<file path="src/rtl/ichi_pkg.sv">
// ----------------------------------------------------------------------------
// ichi_pkg
// Shared types, widths and default settings for the ichimoku indicator block.
// ----------------------------------------------------------------------------
package ichi_pkg;

   // price word width and its sum width for midpoint forming
   localparam int PRICE_W = 24;
   localparam int SUM_W   = PRICE_W + 1;

   // default window settings
   localparam int HISTORY_DEPTH_DEF = 128;
   localparam int TENKAN_LEN_DEF    = 9;
   localparam int KIJUN_LEN_DEF     = 26;
   localparam int SPAN_B_LEN_DEF    = 52;
   localparam int DISPLACEMENT_DEF  = 25;

   typedef logic [PRICE_W-1:0] price_type;

   // position codes
   typedef enum logic [1:0] {
      POS_FLAT  = 2'd0,
      POS_LONG  = 2'd1,
      POS_SHORT = 2'd2
   } pos_type;

   // entry signal codes
   typedef enum logic [1:0] {
      SIG_NONE = 2'd0,
      SIG_BUY  = 2'd1,
      SIG_SELL = 2'd2
   } sig_type;

   // sequencer states
   typedef enum logic [2:0] {
      ST_IDLE,
      ST_NEAR,
      ST_FAR,
      ST_CALC,
      ST_FINISH
   } state_type;

   // gated indicator values for the decision logic
   typedef struct packed {
      price_type close;
      price_type tenkan;
      price_type kijun;
      price_type span_a;
      price_type span_b;
      price_type past;
      logic      all_ok;
   } ind_type;

   // decision result
   typedef struct packed {
      sig_type sig;
      pos_type pos;
   } dec_type;

endpackage

</file>
<file path="src/rtl/ichi_hist_ram.sv">
// ----------------------------------------------------------------------------
// ichi_hist_ram
// Close price history: one write port, one registered read port.
// ----------------------------------------------------------------------------
module ichi_hist_ram #(
   parameter int DEPTH = ichi_pkg::HISTORY_DEPTH_DEF,
   localparam int AW   = $clog2(DEPTH)
) (
   input  logic                clock,
   input  logic                wr_en,
   input  logic [AW-1:0]       wr_addr,
   input  ichi_pkg::price_type wr_data,
   input  logic                rd_en,
   input  logic [AW-1:0]       rd_addr,
   output ichi_pkg::price_type rd_data
);

   ichi_pkg::price_type mem [DEPTH];
   ichi_pkg::price_type rd_data_ff;

   // write port
   always_ff @(posedge clock) begin
      if (wr_en) begin
         mem[wr_addr] <= wr_data;
      end
   end

   // registered read port
   always_ff @(posedge clock) begin
      if (rd_en) begin
         rd_data_ff <= mem[rd_addr];
      end
   end

   assign rd_data = rd_data_ff;

endmodule

</file>
<file path="src/rtl/ichi_range_unit.sv">
// ----------------------------------------------------------------------------
// ichi_range_unit
// Running max/min over a stream of words, with the floored midpoint.
// ----------------------------------------------------------------------------
module ichi_range_unit (
   input  logic                clock,
   input  logic                load,
   input  logic                first,
   input  ichi_pkg::price_type value,
   output ichi_pkg::price_type mid
);

   ichi_pkg::price_type hi_ff, hi_in;
   ichi_pkg::price_type lo_ff, lo_in;
   logic [ichi_pkg::SUM_W-1:0] sum;

   // compare and select, first word of a window seeds both bounds
   always_comb begin
      hi_in = hi_ff;
      lo_in = lo_ff;
      if (load) begin
         if (first || (value > hi_ff)) hi_in = value;
         if (first || (value < lo_ff)) lo_in = value;
      end
   end

   always_ff @(posedge clock) begin
      hi_ff <= hi_in;
      lo_ff <= lo_in;
   end

   // midpoint, halving rounds down
   assign sum = {1'b0, hi_ff} + {1'b0, lo_ff};
   assign mid = sum[ichi_pkg::SUM_W-1:1];

endmodule

</file>
<file path="src/rtl/ichi_signal_logic.sv">
// ----------------------------------------------------------------------------
// ichi_signal_logic
// Entry and exit decisions from the five trend conditions.
// ----------------------------------------------------------------------------
module ichi_signal_logic (
   input  ichi_pkg::ind_type ind,
   input  ichi_pkg::pos_type pos,
   output ichi_pkg::dec_type dec
);

   logic buy_all;
   logic sell_all;
   logic long_fail;
   logic short_fail;

   // all five conditions, strict
   assign buy_all  = (ind.close > ind.tenkan) && (ind.tenkan > ind.kijun) &&
                     (ind.close > ind.span_a) && (ind.span_a > ind.span_b) &&
                     (ind.close > ind.past);
   assign sell_all = (ind.close < ind.tenkan) && (ind.tenkan < ind.kijun) &&
                     (ind.close < ind.span_a) && (ind.span_a < ind.span_b) &&
                     (ind.close < ind.past);

   // an open position closes only when a condition is strictly reversed
   assign long_fail  = (ind.close < ind.tenkan) || (ind.tenkan < ind.kijun) ||
                       (ind.close < ind.span_a) || (ind.span_a < ind.span_b) ||
                       (ind.close < ind.past);
   assign short_fail = (ind.close > ind.tenkan) || (ind.tenkan > ind.kijun) ||
                       (ind.close > ind.span_a) || (ind.span_a > ind.span_b) ||
                       (ind.close > ind.past);

   // position decoder
   always_comb begin
      dec.sig = ichi_pkg::SIG_NONE;
      dec.pos = pos;
      unique case (pos)
         ichi_pkg::POS_LONG: begin
            if (long_fail) dec.pos = ichi_pkg::POS_FLAT;
         end
         ichi_pkg::POS_SHORT: begin
            if (short_fail) dec.pos = ichi_pkg::POS_FLAT;
         end
         default: begin
            dec.pos = ichi_pkg::POS_FLAT;
            if (ind.all_ok && buy_all) begin
               dec.sig = ichi_pkg::SIG_BUY;
               dec.pos = ichi_pkg::POS_LONG;
            end else if (ind.all_ok && sell_all) begin
               dec.sig = ichi_pkg::SIG_SELL;
               dec.pos = ichi_pkg::POS_SHORT;
            end
         end
      endcase
   end

endmodule

</file>
<file path="src/rtl/ichimoku_indicator_signal.sv">
// ----------------------------------------------------------------------------
// ichimoku_indicator_signal
// Ichimoku trend indicator with entry/exit signals, one close price per bar.
// ----------------------------------------------------------------------------
// Usage:
//   req_ channel carries one close price word per bar. req_stall is high
//   while a bar is being worked on; a word is taken when req_valid is high
//   and req_stall is low.
//   rsp_ channel returns one result word per bar: tenkan and kijun
//   midpoints, span A, span B, entry signal and position. The result sits in
//   an output register and holds while rsp_stall is high; the next bar can
//   be taken and worked on meanwhile, and only its final load waits.
//   Each bar is worked on by one shared max/min unit walking the
//   history memory one word a cycle through its single read port: one pass
//   over the current windows, one over the displaced windows.
//   Reset: bar count, write pointer and position clear; the history memory
//   is not cleared, warm-up gating keeps unwritten words from being used.
// ----------------------------------------------------------------------------
module ichimoku_indicator_signal #(
   parameter int HISTORY_DEPTH = ichi_pkg::HISTORY_DEPTH_DEF,
   parameter int TENKAN_LEN    = ichi_pkg::TENKAN_LEN_DEF,
   parameter int KIJUN_LEN     = ichi_pkg::KIJUN_LEN_DEF,
   parameter int SPAN_B_LEN    = ichi_pkg::SPAN_B_LEN_DEF,
   parameter int DISPLACEMENT  = ichi_pkg::DISPLACEMENT_DEF
) (
   input  logic                         clock,
   input  logic                         reset,
   input  logic                         req_valid,
   output logic                         req_stall,
   input  logic [ichi_pkg::PRICE_W-1:0] req_close_price,
   output logic                         rsp_valid,
   input  logic                         rsp_stall,
   output logic [ichi_pkg::PRICE_W-1:0] rsp_tenkan_mid,
   output logic [ichi_pkg::PRICE_W-1:0] rsp_kijun_mid,
   output logic [ichi_pkg::PRICE_W-1:0] rsp_span_a,
   output logic [ichi_pkg::PRICE_W-1:0] rsp_span_b,
   output logic [1:0]                   rsp_entry_signal,
   output logic [1:0]                   rsp_position_now
);

   // derived sizes
   localparam int AW        = $clog2(HISTORY_DEPTH);
   localparam int TK_MAX    = (TENKAN_LEN > KIJUN_LEN) ? TENKAN_LEN : KIJUN_LEN;
   localparam int FAR_LEN   = (TK_MAX > SPAN_B_LEN) ? TK_MAX : SPAN_B_LEN;
   localparam int SA_WARM   = DISPLACEMENT + TK_MAX;
   localparam int SB_WARM   = DISPLACEMENT + SPAN_B_LEN;
   localparam int BK_WARM   = DISPLACEMENT + 1;
   localparam int SAT_AB    = (SA_WARM > SB_WARM) ? SA_WARM : SB_WARM;
   localparam int BARS_SAT  = (SAT_AB > BK_WARM) ? SAT_AB : BK_WARM;
   localparam int BW        = $clog2(BARS_SAT + 1);
   localparam int CW        = $clog2(FAR_LEN + 2);

   localparam logic [CW-1:0] NEAR_LAST = CW'(TK_MAX + 1);
   localparam logic [CW-1:0] FAR_LAST  = CW'(FAR_LEN + 1);
   localparam logic [CW-1:0] NEAR_RD   = CW'(TK_MAX);
   localparam logic [CW-1:0] FAR_RD    = CW'(FAR_LEN);
   localparam logic [CW-1:0] TK_IDX    = CW'(TENKAN_LEN - 1);
   localparam logic [CW-1:0] KJ_IDX    = CW'(KIJUN_LEN - 1);
   localparam logic [CW-1:0] SB_IDX    = CW'(SPAN_B_LEN - 1);
   localparam logic [AW:0]   DEPTH_EXT = (AW+1)'(HISTORY_DEPTH);
   localparam logic [AW:0]   DISP_EXT  = (AW+1)'(DISPLACEMENT);
   localparam logic [AW-1:0] PTR_LAST  = AW'(HISTORY_DEPTH - 1);
   localparam logic [BW-1:0] BARS_TOP  = BW'(BARS_SAT);

   ichi_pkg::state_type state_ff, state_in;

   logic [CW-1:0]       cnt_ff, cnt_in;
   logic [AW-1:0]       wr_ptr_ff, wr_ptr_in;
   logic [BW-1:0]       bars_ff, bars_in;
   ichi_pkg::pos_type   pos_ff, pos_in;
   ichi_pkg::price_type close_ff;

   // read pipeline tags
   logic          vld_d1_ff, vld_d2_ff;
   logic [CW-1:0] idx_d1_ff, idx_d2_ff;

   // window snapshots
   ichi_pkg::price_type tk_near_ff, kj_near_ff, tk_far_ff, kj_far_ff;
   ichi_pkg::price_type sb_far_ff, past_ff, span_a_ff;

   // output word
   logic                rsp_valid_ff;
   ichi_pkg::price_type rsp_tk_ff, rsp_kj_ff, rsp_sa_ff, rsp_sb_ff;
   ichi_pkg::sig_type   rsp_sig_ff;
   ichi_pkg::pos_type   rsp_pos_ff;

   // sequencer outputs
   logic accept;
   logic in_pass;
   logic pass_done;
   logic rd_issue;
   logic out_free;
   logic load_out;

   logic [AW:0]         k_ext;
   logic [AW:0]         wr_ext;
   logic [AW-1:0]       rd_addr;
   logic [ichi_pkg::SUM_W-1:0] sa_sum;
   ichi_pkg::price_type rd_data;
   ichi_pkg::price_type mid;
   ichi_pkg::ind_type   ind;
   ichi_pkg::dec_type   dec;

   logic ts_ok, ks_ok, sa_ok, sb_ok, bk_ok;

   assign accept   = req_valid && !req_stall;
   assign out_free = !rsp_valid_ff || !rsp_stall;

   // next state
   always_comb begin
      state_in = state_ff;
      unique case (state_ff)
         ichi_pkg::ST_IDLE:   if (req_valid) state_in = ichi_pkg::ST_NEAR;
         ichi_pkg::ST_NEAR:   if (pass_done) state_in = ichi_pkg::ST_FAR;
         ichi_pkg::ST_FAR:    if (pass_done) state_in = ichi_pkg::ST_CALC;
         ichi_pkg::ST_CALC:   state_in = ichi_pkg::ST_FINISH;
         ichi_pkg::ST_FINISH: if (out_free) state_in = ichi_pkg::ST_IDLE;
         default:             state_in = ichi_pkg::ST_IDLE;
      endcase
   end

   // sequencer outputs
   always_comb begin
      req_stall = 1'b1;
      in_pass   = 1'b0;
      pass_done = 1'b0;
      rd_issue  = 1'b0;
      load_out  = 1'b0;
      unique case (state_ff)
         ichi_pkg::ST_IDLE: begin
            req_stall = 1'b0;
         end
         ichi_pkg::ST_NEAR: begin
            in_pass   = 1'b1;
            pass_done = (cnt_ff == NEAR_LAST);
            rd_issue  = (cnt_ff < NEAR_RD);
         end
         ichi_pkg::ST_FAR: begin
            in_pass   = 1'b1;
            pass_done = (cnt_ff == FAR_LAST);
            rd_issue  = (cnt_ff < FAR_RD);
         end
         ichi_pkg::ST_FINISH: begin
            load_out = out_free;
         end
         default: begin
            req_stall = 1'b1;
         end
      endcase
   end

   // walk counter
   assign cnt_in = (in_pass && !pass_done) ? cnt_ff + 1'b1 : '0;

   // address of the close k bars back, one wrap at most
   assign k_ext   = (state_ff == ichi_pkg::ST_FAR) ? DISP_EXT + (AW+1)'(cnt_ff)
                                                   : (AW+1)'(cnt_ff);
   assign wr_ext  = {1'b0, wr_ptr_ff};
   assign rd_addr = (wr_ext >= k_ext) ? AW'(wr_ext - k_ext)
                                      : AW'(wr_ext + DEPTH_EXT - k_ext);

   ichi_hist_ram #(
      .DEPTH (HISTORY_DEPTH)
   ) u_hist (
      .clock   (clock),
      .wr_en   (accept),
      .wr_addr (wr_ptr_ff),
      .wr_data (req_close_price),
      .rd_en   (rd_issue),
      .rd_addr (rd_addr),
      .rd_data (rd_data)
   );

   ichi_range_unit u_range (
      .clock (clock),
      .load  (vld_d1_ff),
      .first (idx_d1_ff == '0),
      .value (rd_data),
      .mid   (mid)
   );

   // bar count, pointer and position
   assign bars_in   = (accept && (bars_ff < BARS_TOP)) ? bars_ff + 1'b1 : bars_ff;
   assign wr_ptr_in = !load_out ? wr_ptr_ff :
                      (wr_ptr_ff == PTR_LAST) ? '0 : wr_ptr_ff + 1'b1;
   assign pos_in    = load_out ? dec.pos : pos_ff;

   always_ff @(posedge clock) begin
      if (reset) begin
         state_ff     <= ichi_pkg::ST_IDLE;
         cnt_ff       <= '0;
         wr_ptr_ff    <= '0;
         bars_ff      <= '0;
         pos_ff       <= ichi_pkg::POS_FLAT;
         vld_d1_ff    <= 1'b0;
         vld_d2_ff    <= 1'b0;
         rsp_valid_ff <= 1'b0;
      end else begin
         state_ff  <= state_in;
         cnt_ff    <= cnt_in;
         wr_ptr_ff <= wr_ptr_in;
         bars_ff   <= bars_in;
         pos_ff    <= pos_in;
         vld_d1_ff <= rd_issue;
         vld_d2_ff <= vld_d1_ff;
         if (load_out) begin
            rsp_valid_ff <= 1'b1;
         end else if (!rsp_stall) begin
            rsp_valid_ff <= 1'b0;
         end
      end
   end

   // pipeline tags and snapshots of the running midpoint
   always_ff @(posedge clock) begin
      idx_d1_ff <= cnt_ff;
      idx_d2_ff <= idx_d1_ff;
      if (accept) close_ff <= req_close_price;
      if (vld_d2_ff && (state_ff == ichi_pkg::ST_NEAR)) begin
         if (idx_d2_ff == TK_IDX) tk_near_ff <= mid;
         if (idx_d2_ff == KJ_IDX) kj_near_ff <= mid;
      end
      if (vld_d2_ff && (state_ff == ichi_pkg::ST_FAR)) begin
         if (idx_d2_ff == '0)     past_ff    <= mid;
         if (idx_d2_ff == TK_IDX) tk_far_ff  <= mid;
         if (idx_d2_ff == KJ_IDX) kj_far_ff  <= mid;
         if (idx_d2_ff == SB_IDX) sb_far_ff  <= mid;
      end
      if (state_ff == ichi_pkg::ST_CALC) span_a_ff <= sa_sum[ichi_pkg::SUM_W-1:1];
   end

   assign sa_sum = {1'b0, tk_far_ff} + {1'b0, kj_far_ff};

   // warm-up gating
   assign ts_ok = (bars_ff >= BW'(TENKAN_LEN));
   assign ks_ok = (bars_ff >= BW'(KIJUN_LEN));
   assign sa_ok = (bars_ff >= BW'(SA_WARM));
   assign sb_ok = (bars_ff >= BW'(SB_WARM));
   assign bk_ok = (bars_ff >= BW'(BK_WARM));

   always_comb begin
      ind.close  = close_ff;
      ind.tenkan = ts_ok ? tk_near_ff : '0;
      ind.kijun  = ks_ok ? kj_near_ff : '0;
      ind.span_a = sa_ok ? span_a_ff : '0;
      ind.span_b = sb_ok ? sb_far_ff : '0;
      ind.past   = bk_ok ? past_ff : '0;
      ind.all_ok = ts_ok && ks_ok && sa_ok && sb_ok && bk_ok;
   end

   ichi_signal_logic u_signal (
      .ind (ind),
      .pos (pos_ff),
      .dec (dec)
   );

   // output register
   always_ff @(posedge clock) begin
      if (load_out) begin
         rsp_tk_ff  <= ind.tenkan;
         rsp_kj_ff  <= ind.kijun;
         rsp_sa_ff  <= ind.span_a;
         rsp_sb_ff  <= ind.span_b;
         rsp_sig_ff <= dec.sig;
         rsp_pos_ff <= dec.pos;
      end
   end

   assign rsp_valid        = rsp_valid_ff;
   assign rsp_tenkan_mid   = rsp_tk_ff;
   assign rsp_kijun_mid    = rsp_kj_ff;
   assign rsp_span_a       = rsp_sa_ff;
   assign rsp_span_b       = rsp_sb_ff;
   assign rsp_entry_signal = rsp_sig_ff;
   assign rsp_position_now = rsp_pos_ff;

endmodule
</file>
<file path="config.mk">
export PLATFORM = sky130hd
export DESIGN_NAME = ichimoku_indicator_signal
export DESIGN_NICKNAME = d
export VERILOG_FILES = /design/src/rtl/ichi_pkg.sv /design/src/rtl/ichi_hist_ram.sv /design/src/rtl/ichi_range_unit.sv /design/src/rtl/ichi_signal_logic.sv /design/src/rtl/ichimoku_indicator_signal.sv
export SDC_FILE = /design/constraint.sdc
export NUM_CORES = 2
export LEC_CHECK = 0
export ABC_AREA = 1
export BUFFER_PORTS_ARGS = -buffer_cell sky130_fd_sc_hd__buf_4
export CAP_MARGIN = 20
export CORE_ASPECT_RATIO = 0.75
export CORE_MARGIN = 2
export CORE_UTILIZATION = 50
export CTS_CLUSTER_DIAMETER = 200
export CTS_CLUSTER_SIZE = 30
export DETAILED_ROUTE_END_ITERATION = 7
export GPL_TIMING_DRIVEN = 0
export PLACE_DENSITY = 0.65
export SLEW_MARGIN = 20
export SYNTH_ARGS = -nofsm -noshare
export SYNTH_HDL_FRONTEND = slang
export SYNTH_SLANG_ARGS = --single-unit
</file>
<file path="constraint.sdc">
create_clock -name clock -period 16.5 [get_ports clock]
set_input_delay 0.825 -clock clock [delete_from_list [all_inputs] [get_ports clock]]
set_output_delay 0.825 -clock clock [all_outputs]
set_load 0.1 [all_outputs]
</file>
==> results.tsv <==
stage	metric	value	unit
critical_path	critical_path_required	17.18	ns
clock_network	cts.htree.levels	4	
yosys	syn_avg_cell_area	12.7	um2
grt	grt_use_total	0.312	
sta	layout_min_cycle_time	6.31	ns
critical_path	start_kind	flip-flop	
critical_path	end_kind	flip-flop	
clock_network	cts_tree	done	
cells_and_area	area_delta_synth_final	9.73	%
critical_path	path_class	flip-flop to flip-flop	
cells_and_area	layout_commonest_cell	edfxtp_1	
yosys	synth_edf_count	3436	
cells_and_area	finalInstanceArea	157000	um2
clock_network	insertion_delay	0.92	ns
sta	setup_viol	0	
place	numPortBuffers	129	
grt	grt_remaining_overflow	0	
pwr	power_density	106	nW/um2
grt	grt_pass1_vias	89510	
cells_and_area	regArea	104000	um2
clock_network	ctsHoldBuffers	0	
drt	drt-wirelength-per-cell	30.0	um
job	max_cap_violations	0	
cells_and_area	nFillCells	23406	
drt	drc_errors	9	
critical_path	crit_end	u_hist.rd_data[0]$_DFFE_PP_	
pwr	ir_drop	85.5	uV
cells_and_area	top_register	u_hist.mem	
sta	finalCritPeriodShare	0.382	
cells_and_area	largest_reg_flops	3072	
floorplan	ios	130	
cells_and_area	multiInputGateArea	34800	um2
yosys	async_reset_ff_frac	0	
place	gp_congestion	1.03	
place	place_hpwl	320	mm
clock_network	cts_made_buffers	141	
floorplan	dieWidth	622	um
floorplan	core-area	285000	um2
cells_and_area	final_nets	11925	
drt	routed-via-count	96126	
yosys	yosysUniqueCellTypes	43	
clock_network	clk_pin_slew	0.12	ns
sta	tightest_slew	1.26	ns
clock_network	cts_setup_buffers	0	
sta	relSlewSlack	0.157	
drt	ant_nets	0	
sta	fin_skew	0.0832	ns
outcome	violations	design-rule violations	
sta	fmax	159	MHz
critical_path	critPathLaunch	state_ff[2]$_SDFFE_PP0P_	
sta	setup-tns-final	0	ns
cells_and_area	most-common-layout-cells	edfxtp_1 (3436), nor2_1 (2046), o21ai_0 (1109)	
min_path	min-delay-path-class	input pin to flip-flop	
yosys	synthesis.area	143000	um2
pwr	leakage	53.6	nW
critical_path	reg2reg_from	state_ff[2]$_SDFFE_PP0P_	
drt	drt_iter0_drc	15915	
drt	via_per_inst	6.20	
floorplan	rows	170	
clock_network	clock_sinks	3476	
drt	drtPass1Iterations	8	
floorplan	dieHeight	467	um
floorplan	initial_core_util	0.502	
yosys	synthFlopType	edfxtp_1	
critical_path	arrival	6.99	ns
yosys	yosysSeqAreaShare	0.726	
yosys	synth-seq-cells	3476	
grt	antenna_found_initial	33	
yosys	synth_fp_nets	11513	
yosys	synth_cells	11256	
clock_network	root_buffer	clkbuf_16	
grt	grt_pass1_wl	649	mm
critical_path	timing.rr.end	u_hist.rd_data[0]$_DFFE_PP_	
yosys	yosysWarnings	0	
critical_path	r2r_cells	21	
outcome	status	finished with violations	
critical_path	reg2reg_slack	10.19	ns
clock_network	cts_max_path_buffers	4	
sta	rsz0062_at_grt	no	
sta	drv_slew	0	
place	placed_cell_area	153000	um2
grt	grt_max_degree	91	
critical_path	cp_max_fo	10	
floorplan	die_area	291000	um2
drt	drt-total-wl	464	mm
sta	hold_viol_final	0	
clock_network	ctsResizeCount	0	
cells_and_area	drive_gt1_frac	0.0696	
-- cell usage after synthesis (all sizes together), types with 148 or more instances --
master | instances | area, um2
o32ai | 480 | 4200
mux2i | 192 | 1920
edfxtp | 3436 | 103000
ha | 226 | 2830
nand3 | 339 | 1700
clkbuf | 397 | 1490
o211ai | 198 | 1490
nand2 | 1111 | 4170
inv | 668 | 2510
a21oi | 148 | 741
nor2 | 2182 | 8190
o22ai | 192 | 1200
buf | 277 | 1500
o21ai | 1211 | 6060
-- metrics by stage --
| stage | power, mW | hold WS (ns) | std cells | setup slack [ns] | util |
|---|---|---|---|---|---|
| finish | 16.7 | 0.299 | 15503 | 10.19 | 0.550 |
| global route | 17.1 | 0.302 | 15485 | 9.98 | 0.550 |
| CTS | 16.6 | 0.287 | 15483 | 10.42 | 0.550 |
| detailed placement | 12.5 | 0.335 | 15308 | 10.41 | 0.537 |
| global placement | 12.5 | 0.339 | 15169 | 5.50 | 0.522 |
| floorplan | 11.2 | 0.329 | 11256 | 9.57 | - |
-- worst max-delay path, stage by stage (launching register included) --
cell	delay, ns
dfxtp_1	0.37
nor2_2	0.18
nand2_2	0.18
inv_2	0.19
nor2_1	0.06
inv_1	0.09
o21ai_0	0.22
fa_1	0.60
buf_2	0.29
buf_2	0.39
buf_2	0.82
buf_1	0.70
o21ai_0	0.23
o32ai_1	0.16
inv_1	0.06
o21ai_0	0.38
nand2_1	0.18
nand3_1	0.12
nand2_1	0.10
nand2_1	0.09
nand3_1	0.30
nand2_1	0.41
-- cell type report --
cell class	instances	share of cell area
Antenna cell	19	0.000303
Buffer	674	0.0194
Clock buffer	172	0.0237
Clock inverter	3	0.000303
Inverter	670	0.0160
Multi-Input combinational cell	6436	0.221
Sequential cell	3476	0.662
Tap cell	3784	0.0301
Timing Repair Buffer	269	0.0269
-- layer usage --
layer | track usage | vias to the layer above | share of wire
li1 | - | 41475 | -
met1 | 0.447 | 47832 | 0.40
met2 | 0.461 | 5963 | 0.43
met3 | 0.0775 | 843 | 0.12
met4 | 0.123 | 13 | 0.046
met5 | 0 | - | 0.00024
-- where the power goes --
| part | leakage [nW] | switching (mW) | internal (mW) |
|---|---|---|---|
| clock | 1.84 | 2.64 | 1.64 |
| sequential | 31.2 | 0.0303 | 9.76 |
| combinational | 20.6 | 2.03 | 0.618 |
-- cell families (layout without fill, tap and decap cells) --
| logic type | count (synthesis) | in the layout | share of synthesized area |
|---|---|---|---|
| AO/OA/AOI/OAI | 2272 | 2272 | 0.0979 |
| XOR/XNOR | 48 | 48 | 0.00299 |
| adder cells (fa/ha/maj) | 229 | 229 | 0.0202 |
| buffers and inverters | 1344 | 1788 | 0.0384 |
| flip-flops | 3476 | 3476 | 0.726 |
| multiplexers | 192 | 192 | 0.0134 |
| other | 0 | 19 | 0 |
| AND/OR/NAND/NOR | 3695 | 3695 | 0.101 |
-- worst min-delay path by stage --
stage                         startpoint                           end  slack [ns]  cells past startpoint
floorplan           cnt_ff[3]$_SDFF_PP0_          idx_d1_ff[3]$_DFF_P_        0.33                      0
global placement    cnt_ff[3]$_SDFF_PP0_          idx_d1_ff[3]$_DFF_P_        0.34                      0
detailed placement  cnt_ff[3]$_SDFF_PP0_          idx_d1_ff[3]$_DFF_P_        0.33                      0
CTS                  req_close_price[19]  u_hist.mem[45][19]$_DFFE_PP_        0.29                      1
global route         req_close_price[19]  u_hist.mem[45][19]$_DFFE_PP_        0.30                      1
finish               req_close_price[13]  u_hist.mem[41][13]$_DFFE_PP_        0.30                      1
No activity file was read; power rests on OpenSTA's default activity.
